## src/sapq_pkg.sv

```systemverilog
// Shared types and constants for the sorted-array priority queue.
// No dependencies; imported by every module of the block.
`default_nettype none

package sapq_pkg;

  localparam int DEPTH_DEF      = 16;
  localparam int VALUE_BITS_DEF = 32;

  localparam int PRIO_W      = 8;
  localparam int PORT_VAL_W  = 32;
  localparam int TDATA_W     = 40;
  localparam int CAP_W       = 5;
  localparam int CFG_ADDR_W  = 3;
  localparam int CFG_DATA_W  = 32;

  localparam logic [CAP_W-1:0] CAP_RESET    = 5'd16;
  localparam logic             REG_CAPACITY = 1'b0;

  typedef enum logic {
    MODE_ENQ = 1'b0,
    MODE_DEQ = 1'b1
  } sapq_mode_t;

  typedef enum logic [1:0] {
    ST_ENQ   = 2'd0,
    ST_DEQ   = 2'd1,
    ST_FULL  = 2'd2,
    ST_EMPTY = 2'd3
  } sapq_status_t;

  typedef enum logic [2:0] {
    S_IDLE,
    S_ENQ,
    S_DEQ_HEAD,
    S_DEQ_SHIFT,
    S_DONE
  } sapq_state_t;

  typedef struct packed {
    logic         valid;
    sapq_status_t status;
  } sapq_res_t;

endpackage

`default_nettype wire

```

## src/sapq_mem.sv

```systemverilog
// Entry store of the queue: one write port, one read port, registered read data.
// Uses sapq_pkg for the priority width.
`default_nettype none

module sapq_mem #(
  parameter int DEPTH      = sapq_pkg::DEPTH_DEF,
  parameter int VALUE_BITS = sapq_pkg::VALUE_BITS_DEF
) (
  input  wire logic                                       clk,
  input  wire logic                                       wr_en,
  input  wire logic [$clog2(DEPTH)-1:0]                   wr_addr,
  input  wire logic [VALUE_BITS+sapq_pkg::PRIO_W-1:0]     wr_data,
  input  wire logic                                       rd_en,
  input  wire logic [$clog2(DEPTH)-1:0]                   rd_addr,
  output logic      [VALUE_BITS+sapq_pkg::PRIO_W-1:0]     rd_data
);
  import sapq_pkg::*;

  localparam int EW = VALUE_BITS + PRIO_W;

  logic [EW-1:0] mem_r [DEPTH];
  logic [EW-1:0] rd_data_r;

  always_ff @(posedge clk) begin
    if (wr_en) begin
      mem_r[wr_addr] <= wr_data;
    end
  end

  always_ff @(posedge clk) begin
    if (rd_en) begin
      rd_data_r <= mem_r[rd_addr];
    end
  end

  assign rd_data = rd_data_r;

endmodule

`default_nettype wire

```

## src/sapq_ctrl.sv

```systemverilog
// Sequencer and priority comparator: walks the entry store one slot a cycle
// to insert or remove an entry. Uses sapq_pkg; drives sapq_mem.
`default_nettype none

module sapq_ctrl #(
  parameter int DEPTH      = sapq_pkg::DEPTH_DEF,
  parameter int VALUE_BITS = sapq_pkg::VALUE_BITS_DEF
) (
  input  wire logic                                   clk,
  input  wire logic                                   rst_n,
  input  wire logic                                   in_valid,
  output logic                                        in_ready,
  input  wire logic                                   in_mode,
  input  wire logic [VALUE_BITS-1:0]                  in_value,
  input  wire logic [sapq_pkg::PRIO_W-1:0]            in_prio,
  input  wire logic [sapq_pkg::CAP_W-1:0]             capacity,
  output sapq_pkg::sapq_res_t                         res,
  input  wire logic                                   res_ready,
  output logic      [VALUE_BITS-1:0]                  res_value,
  output logic      [sapq_pkg::PRIO_W-1:0]            res_prio,
  output logic                                        mem_wr_en,
  output logic      [$clog2(DEPTH)-1:0]               mem_wr_addr,
  output logic      [VALUE_BITS+sapq_pkg::PRIO_W-1:0] mem_wr_data,
  output logic                                        mem_rd_en,
  output logic      [$clog2(DEPTH)-1:0]               mem_rd_addr,
  input  wire logic [VALUE_BITS+sapq_pkg::PRIO_W-1:0] mem_rd_data
);
  import sapq_pkg::*;

  localparam int AW = $clog2(DEPTH);
  localparam int CW = $clog2(DEPTH + 1);
  localparam int KW = (CW > CAP_W) ? CW : CAP_W;

  sapq_state_t           state_r, state_nxt;
  logic [CW-1:0]         count_r, count_nxt;
  logic [AW-1:0]         pos_r, pos_nxt;
  logic [VALUE_BITS-1:0] item_value_r, item_value_nxt;
  logic [PRIO_W-1:0]     item_prio_r, item_prio_nxt;
  sapq_status_t          status_r, status_nxt;
  logic [VALUE_BITS-1:0] res_value_r, res_value_nxt;
  logic [PRIO_W-1:0]     res_prio_r, res_prio_nxt;

  logic                  full;
  logic                  empty;
  logic [PRIO_W-1:0]     rd_prio;

  assign full    = (KW'(count_r) >= KW'(capacity)) || (KW'(count_r) >= KW'(DEPTH));
  assign empty   = (count_r == '0);
  assign rd_prio = mem_rd_data[VALUE_BITS +: PRIO_W];

  always_ff @(posedge clk) begin
    if (!rst_n) begin
      state_r <= S_IDLE;
      count_r <= '0;
    end else begin
      state_r <= state_nxt;
      count_r <= count_nxt;
    end
  end

  always_ff @(posedge clk) begin
    pos_r        <= pos_nxt;
    item_value_r <= item_value_nxt;
    item_prio_r  <= item_prio_nxt;
    status_r     <= status_nxt;
    res_value_r  <= res_value_nxt;
    res_prio_r   <= res_prio_nxt;
  end

  always_comb begin
    state_nxt      = state_r;
    count_nxt      = count_r;
    pos_nxt        = pos_r;
    item_value_nxt = item_value_r;
    item_prio_nxt  = item_prio_r;
    status_nxt     = status_r;
    res_value_nxt  = res_value_r;
    res_prio_nxt   = res_prio_r;
    in_ready       = 1'b0;
    res.valid      = 1'b0;
    res.status     = status_r;
    mem_wr_en      = 1'b0;
    mem_wr_addr    = pos_r;
    mem_wr_data    = {item_prio_r, item_value_r};
    mem_rd_en      = 1'b0;
    mem_rd_addr    = '0;

    case (state_r)
      S_IDLE: begin
        in_ready = 1'b1;
        if (in_valid) begin
          item_value_nxt = in_value;
          item_prio_nxt  = in_prio;
          res_value_nxt  = '0;
          res_prio_nxt   = '0;
          if (in_mode == MODE_ENQ) begin
            if (full) begin
              status_nxt = ST_FULL;
              state_nxt  = S_DONE;
            end else begin
              // start at the tail; fetch the last held entry for the first compare
              status_nxt = ST_ENQ;
              pos_nxt    = AW'(count_r);
              state_nxt  = S_ENQ;
              if (!empty) begin
                mem_rd_en   = 1'b1;
                mem_rd_addr = AW'(count_r - CW'(1));
              end
            end
          end else begin
            if (empty) begin
              status_nxt = ST_EMPTY;
              state_nxt  = S_DONE;
            end else begin
              status_nxt  = ST_DEQ;
              mem_rd_en   = 1'b1;
              state_nxt   = S_DEQ_HEAD;
            end
          end
        end
      end

      S_ENQ: begin
        // read data holds the entry just ahead of pos_r
        mem_wr_en   = 1'b1;
        mem_wr_addr = pos_r;
        if (pos_r == '0 || rd_prio >= item_prio_r) begin
          mem_wr_data = {item_prio_r, item_value_r};
          count_nxt   = count_r + CW'(1);
          state_nxt   = S_DONE;
        end else begin
          // lower priority: move it one slot back and look further forward
          mem_wr_data = mem_rd_data;
          pos_nxt     = pos_r - AW'(1);
          if (pos_r > AW'(1)) begin
            mem_rd_en   = 1'b1;
            mem_rd_addr = pos_r - AW'(2);
          end
        end
      end

      S_DEQ_HEAD: begin
        res_value_nxt = mem_rd_data[VALUE_BITS-1:0];
        res_prio_nxt  = rd_prio;
        if (count_r == CW'(1)) begin
          count_nxt = count_r - CW'(1);
          state_nxt = S_DONE;
        end else begin
          mem_rd_en   = 1'b1;
          mem_rd_addr = AW'(1);
          pos_nxt     = AW'(1);
          state_nxt   = S_DEQ_SHIFT;
        end
      end

      S_DEQ_SHIFT: begin
        // move slot pos_r one place forward
        mem_wr_en   = 1'b1;
        mem_wr_addr = pos_r - AW'(1);
        mem_wr_data = mem_rd_data;
        if ((CW'(pos_r) + CW'(1)) < count_r) begin
          mem_rd_en   = 1'b1;
          mem_rd_addr = pos_r + AW'(1);
          pos_nxt     = pos_r + AW'(1);
        end else begin
          count_nxt = count_r - CW'(1);
          state_nxt = S_DONE;
        end
      end

      S_DONE: begin
        res.valid = 1'b1;
        if (res_ready) begin
          state_nxt = S_IDLE;
        end
      end

      default: begin
        state_nxt = S_IDLE;
      end
    endcase
  end

  assign res_value = res_value_r;
  assign res_prio  = res_prio_r;

endmodule

`default_nettype wire

```

## src/sorted_array_priority_queue.sv

```systemverilog
// Channel    Dir  Contents
// in_        in   tuser: mode; tdata: item_value[31:0], item_priority[39:32]
// out_       out  tuser: status; tdata: out_value[31:0], out_priority[39:32]
// cfg_       in   APB register port, capacity at byte address 0
//
// An enqueue walks back from the tail, moving each held entry of lower priority
// back one slot; a dequeue reads the head and moves every other held entry forward.
// The walk goes one slot a cycle over the entry store; a rejection does no walk.
// Reset (synchronous, rst_n low) empties the queue and sets capacity to 16.
// The block takes no request while one is in progress; a result held in the
// output register by out_tready low stalls the next one from completing.
//
// Top level: APB register, output register and port packing.
// Depends on sapq_pkg, sapq_ctrl and sapq_mem.
`default_nettype none

module sorted_array_priority_queue #(
  parameter int DEPTH      = sapq_pkg::DEPTH_DEF,
  parameter int VALUE_BITS = sapq_pkg::VALUE_BITS_DEF
) (
  input  wire logic                              clk,
  input  wire logic                              rst_n,
  input  wire logic                              in_tvalid,
  output logic                                   in_tready,
  // [31:0] item_value, [39:32] item_priority
  input  wire logic [sapq_pkg::TDATA_W-1:0]      in_tdata,
  // [0] mode
  input  wire logic                              in_tuser,
  output logic                                   out_tvalid,
  input  wire logic                              out_tready,
  // [31:0] out_value, [39:32] out_priority
  output logic      [sapq_pkg::TDATA_W-1:0]      out_tdata,
  // [1:0] status
  output logic      [1:0]                        out_tuser,
  input  wire logic                              cfg_psel,
  input  wire logic                              cfg_penable,
  input  wire logic                              cfg_pwrite,
  input  wire logic [sapq_pkg::CFG_ADDR_W-1:0]   cfg_paddr,
  input  wire logic [sapq_pkg::CFG_DATA_W-1:0]   cfg_pwdata,
  output logic      [sapq_pkg::CFG_DATA_W-1:0]   cfg_prdata,
  output logic                                   cfg_pready
);
  import sapq_pkg::*;

  localparam int AW = $clog2(DEPTH);
  localparam int EW = VALUE_BITS + PRIO_W;

  logic [CAP_W-1:0]      cap_r;
  logic                  cfg_wr;

  logic [VALUE_BITS-1:0] in_value;
  logic [PORT_VAL_W-1:0] res_value32;
  sapq_res_t             res;
  logic                  res_ready;
  logic [VALUE_BITS-1:0] res_value;
  logic [PRIO_W-1:0]     res_prio;

  logic                  out_valid_r;
  logic [TDATA_W-1:0]    out_tdata_r;
  logic [1:0]            out_tuser_r;

  logic                  mem_wr_en;
  logic [AW-1:0]         mem_wr_addr;
  logic [EW-1:0]         mem_wr_data;
  logic                  mem_rd_en;
  logic [AW-1:0]         mem_rd_addr;
  logic [EW-1:0]         mem_rd_data;

  // register file
  assign cfg_pready = 1'b1;
  assign cfg_wr     = cfg_psel && cfg_penable && cfg_pwrite && cfg_pready;

  always_ff @(posedge clk) begin
    if (!rst_n) begin
      cap_r <= CAP_RESET;
    end else if (cfg_wr && cfg_paddr[2] == REG_CAPACITY) begin
      cap_r <= cfg_pwdata[CAP_W-1:0];
    end
  end

  assign cfg_prdata = (cfg_paddr[2] == REG_CAPACITY) ? CFG_DATA_W'(cap_r) : '0;

  // value width adaption between the 32-bit ports and the stored word
  generate
    if (VALUE_BITS <= PORT_VAL_W) begin : g_in_narrow
      assign in_value = in_tdata[VALUE_BITS-1:0];
    end else begin : g_in_wide
      assign in_value = {{(VALUE_BITS-PORT_VAL_W){1'b0}}, in_tdata[PORT_VAL_W-1:0]};
    end
    if (VALUE_BITS >= PORT_VAL_W) begin : g_out_wide
      assign res_value32 = res_value[PORT_VAL_W-1:0];
    end else begin : g_out_narrow
      assign res_value32 = {{(PORT_VAL_W-VALUE_BITS){1'b0}}, res_value};
    end
  endgenerate

  sapq_ctrl #(
    .DEPTH      (DEPTH),
    .VALUE_BITS (VALUE_BITS)
  ) u_ctrl (
    .clk         (clk),
    .rst_n       (rst_n),
    .in_valid    (in_tvalid),
    .in_ready    (in_tready),
    .in_mode     (in_tuser),
    .in_value    (in_value),
    .in_prio     (in_tdata[PORT_VAL_W +: PRIO_W]),
    .capacity    (cap_r),
    .res         (res),
    .res_ready   (res_ready),
    .res_value   (res_value),
    .res_prio    (res_prio),
    .mem_wr_en   (mem_wr_en),
    .mem_wr_addr (mem_wr_addr),
    .mem_wr_data (mem_wr_data),
    .mem_rd_en   (mem_rd_en),
    .mem_rd_addr (mem_rd_addr),
    .mem_rd_data (mem_rd_data)
  );

  sapq_mem #(
    .DEPTH      (DEPTH),
    .VALUE_BITS (VALUE_BITS)
  ) u_mem (
    .clk     (clk),
    .wr_en   (mem_wr_en),
    .wr_addr (mem_wr_addr),
    .wr_data (mem_wr_data),
    .rd_en   (mem_rd_en),
    .rd_addr (mem_rd_addr),
    .rd_data (mem_rd_data)
  );

  // output register: load when empty or being drained this cycle
  assign res_ready = !out_valid_r || out_tready;

  always_ff @(posedge clk) begin
    if (!rst_n) begin
      out_valid_r <= 1'b0;
    end else if (res.valid && res_ready) begin
      out_valid_r <= 1'b1;
    end else if (out_tready) begin
      out_valid_r <= 1'b0;
    end
  end

  always_ff @(posedge clk) begin
    if (res.valid && res_ready) begin
      out_tdata_r <= {res_prio, res_value32};
      out_tuser_r <= res.status;
    end
  end

  assign out_tvalid = out_valid_r;
  assign out_tdata  = out_tdata_r;
  assign out_tuser  = out_tuser_r;

endmodule

`default_nettype wire

```

## config.mk

```make
export PLATFORM = sky130hd
export DESIGN_NAME = sorted_array_priority_queue
export DESIGN_NICKNAME = d
export VERILOG_FILES = /design/src/sapq_pkg.sv /design/src/sapq_mem.sv /design/src/sapq_ctrl.sv /design/src/sorted_array_priority_queue.sv
export SDC_FILE = /design/constraint.sdc
export NUM_CORES = 1
export LEC_CHECK = 0
export BUFFER_PORTS_ARGS = -buffer_cell sky130_fd_sc_hd__buf_2
export CAP_MARGIN = 20
export CORE_MARGIN = 1.5
export CORE_UTILIZATION = 61
export CTS_CLUSTER_DIAMETER = 60
export CTS_CLUSTER_SIZE = 28
export DETAILED_ROUTE_END_ITERATION = 8
export PLACE_DENSITY = 0.86
export SKIP_LAST_GASP = 1
export SYNTH_ARGS = -nofsm -noshare
export SYNTH_HDL_FRONTEND = slang
export SYNTH_SLANG_ARGS = --single-unit
```

## constraint.sdc

```tcl
create_clock -name clk -period 5.35 [get_ports clk]
set_input_delay 1.07 -clock clk [delete_from_list [all_inputs] [get_ports clk]]
set_output_delay 1.07 -clock clk [all_outputs]
set_load 0.005 [all_outputs]
```

==> summary.md <==
| Metric | Value |
|---|---|
| Status | completed |
| Die ar. | 54100 um2 |
| Startpoint Class | flip-flop |
| Layout cell share with drive strength beyond 1 | 16.7% |
| Vias per std cell | 6.48 |
| Max-Cap Viols | 0 |
| Max VDD drop | 286 uV |
| TritonCTS Buffers | 47 |
| Top cells by area, synth | edfxtp_1 75%, mux2i_1 10%, o22ai_1 3.1%, mux2_2 1.5%, ha_1 1.1% |
| Final period util | 88.1% |
| Final Hold Viols | 0 |
| Number of flops mapped to enable cells by yosys | 808 |
| Count leader, synth | edfxtp_1 |
| Pwr/cell area | 454 nW/um2 |
| Initial Util | 62.2% |
| H-Tree Depth | 2 |
| Setup TNS | 0 ns |
| Synth Register Bits | 822 |
| RSZ-0062 raised after global routing | false |
| Total grt overflow | 0 |
| Post-synthesis sequential area ratio | 76.3% |
| Clock Latency Late Sink | 0.64 ns |
| Nets | 2026 |
| Vias in the first global route | 17000 |
| Inst Count DP | 2545 |
| FF/Latch Area | 24500 um2 |
| Top_reg_cell synth | edfxtp_1 |
| DR WL/cell | 27.0 um |
| Pin count of the biggest net entering global routing | 77 |
| Resize count post-CTS | 0 |
| Hold Startpoint | u_ctrl.res_value[30] |
| Fin cells | 2630 |
| Final Core Density | 68.4% |
| Total power | 16.1 mW |
| Reg2reg start | u_ctrl.pos_r[2] |
| Post-Syn Instances | 1800 |
| Crit Path Max Fanout | 19 |
| Total Wirelength | 71000 um |
| IO Port Bufs | 102 |
| CTS root buf | clkbuf_16 |
| Layout area overhead | 9.93% |
| Clk sinks | 822 |
| # diodes | 0 |
| LEAKAGE | 13.7 nW |
| Yosys warns | 0 |
| WP data required | 5.85 ns |
| Core box area | 51700 um2 |
| Via count | 17000 |
| Share of the synthesized area in the top cell type | 75.4% |
| Drt initial violations | 1928 |
| GRT Util Overall | 26.5% |
| Flop2flop setup slack | 0.64 ns |
| Netlist cell types | 64 |
| Post-synth top area cell | edfxtp_1 |
| Initial antenna violation count | 0 |
| Final setup viols | 0 |
| Hold buffers post-CTS | 0 |
| Die Y | 233 um |
| Multi-input logic area | 7160 um2 |
| TritonRoute pass-1 iters | 7 |
| DRC viols | 0 |
| Gpl congestion | 0.865 |
| Post-route minimum period | 4.71 ns |
| Filler Cells Inserted | 3147 |
| CTS max path bufs | 3 |
| Worst Path Arrival | 5.21 ns |
| Clock skew | 0.0388 ns |
| Die width | 233 um |
| Fmax | 212 MHz |
| Cell Area, Synth | 32200 um2 |
| Top Ports | 160 |
| CTS tree | yes |
| Clock Pin Slew Worst Setup and Hold Paths | 0.10 ns |
| Setup crit end kind | flip-flop |
| Routed Antenna Nets | 0 |
| Placed cell areas | 33600 um2 |
| Slew @ Worst Pin | 0.954 ns |
| Hold Crit Class | flip-flop to flip-flop |
| Fin area | 35400 um2 |
| Synth cell count leaders | 808 x edfxtp_1, 323 x mux2i_1, 158 x o22ai_1, 55 x buf_2, 44 x and2_1 |
| Final Slew Violations | 0 |
| # rows | 83 |
| DP HPWL | 38600 um |
| Worst slew margin | 36.3% |
| Worst Setup SP | u_ctrl.pos_r[2] |
| Crit Path Class | flip-flop to flip-flop |
| Post-synth ARST share | 0% |
| First-pass GRT wire length | 104000 um |
| Post-synthesis area per instance | 17.9 um2 |
| Post-CTS Setup Repair Bufs | 0 |
cell usage in the layout (no fill, tap or decap), drive strengths merged, types with 14 or more instances in the layout:
cell type,n
or4,39
and2,44
clkinv,14
edfxtp,808
mux2i,323
buf,151
nor2,43
o21ai,15
conb,28
a21oi,16
o22ai,158
clkbuf,50
ha,29
mux2,42
nand2,33
inv,45
nand3,14
dfxtp,14
final timing paths:
check	to	cells past startpoint
hold reg to reg	out_tdata[30]	0
setup / recovery	u_mem.rd_data[21]	13
hold / removal	out_tdata[30]	0
setup reg to reg	u_mem.rd_data[21]	13
registers in the layout (all words and copies together), names as in the netlist, 5 cells and up:
| register | cells |
|---|---|
| cap_r | 5 |
| out_tdata | 40 |
| u_ctrl.count_r | 5 |
| u_ctrl.item_prio_r | 8 |
| u_ctrl.item_value_r | 32 |
| u_ctrl.res_prio | 8 |
| u_ctrl.res_value | 32 |
| u_mem.mem_r | 640 |
| u_mem.rd_data | 40 |
through the flow:
step,setup WS (ns),hold slack [ns]
floorplan,1.36,0.400
global placement,0.863,0.402
detailed placement,0.685,0.405
CTS,0.700,0.397
global route,0.440,0.402
finish,0.637,0.395
cell type report:
class	instances	share of cell area, %
clock inverter	35	1.39
sequential	822	69.4
tap	680	2.41
multi-input combinational	864	20.2
inverter	28	0.297
timing repair buffer	151	2.79
clock buffer	50	3.48
where the power goes:
group	internal, mW	switching [mW]	leakage (nW)
clock	1.93	2.28	0.831
combinational	1.17	2.25	5.38
sequential	8.18	0.252	7.47
total	11.3	4.77	13.7
layer usage:
layer / track usage (%) / wire (um) / vias up
met2: 44.2 / 35100 / 956
met3: 4.66 / 6550 / 199
li1: - / - / 7306
met5: 0 / 0 / -
met4: 10.9 / 2750 / 0
met1: 34.9 / 26600 / 8577
cell families (layout without fill, tap and decap cells):
group | after synthesis | count (layout) | share of synthesized area [%]
flops | 822 | 822 | 76.3
xor+xnor | 15 | 15 | 0.408
fa+ha+maj | 29 | 29 | 1.13
other cells | 2 | 28 | 0.0233
simple gates | 205 | 205 | 3.68
compound gates | 222 | 222 | 4.59
buf+inv | 140 | 264 | 2.37
mux | 365 | 365 | 11.5
worst max-delay path, stage by stage (launching register included):
cell	delay, ns
edfxtp_1	0.58
ha_1	0.23
nand2_1	0.08
xnor2_1	0.30
ha_1	0.31
nor3_1	0.09
o21ai_2	0.17
o41ai_4	0.20
and2_1	0.23
nor3b_2	0.65
nand3_2	0.85
buf_4	0.51
o22ai_1	0.21
or4_1	0.15
Power figures use the tool's default switching activity.
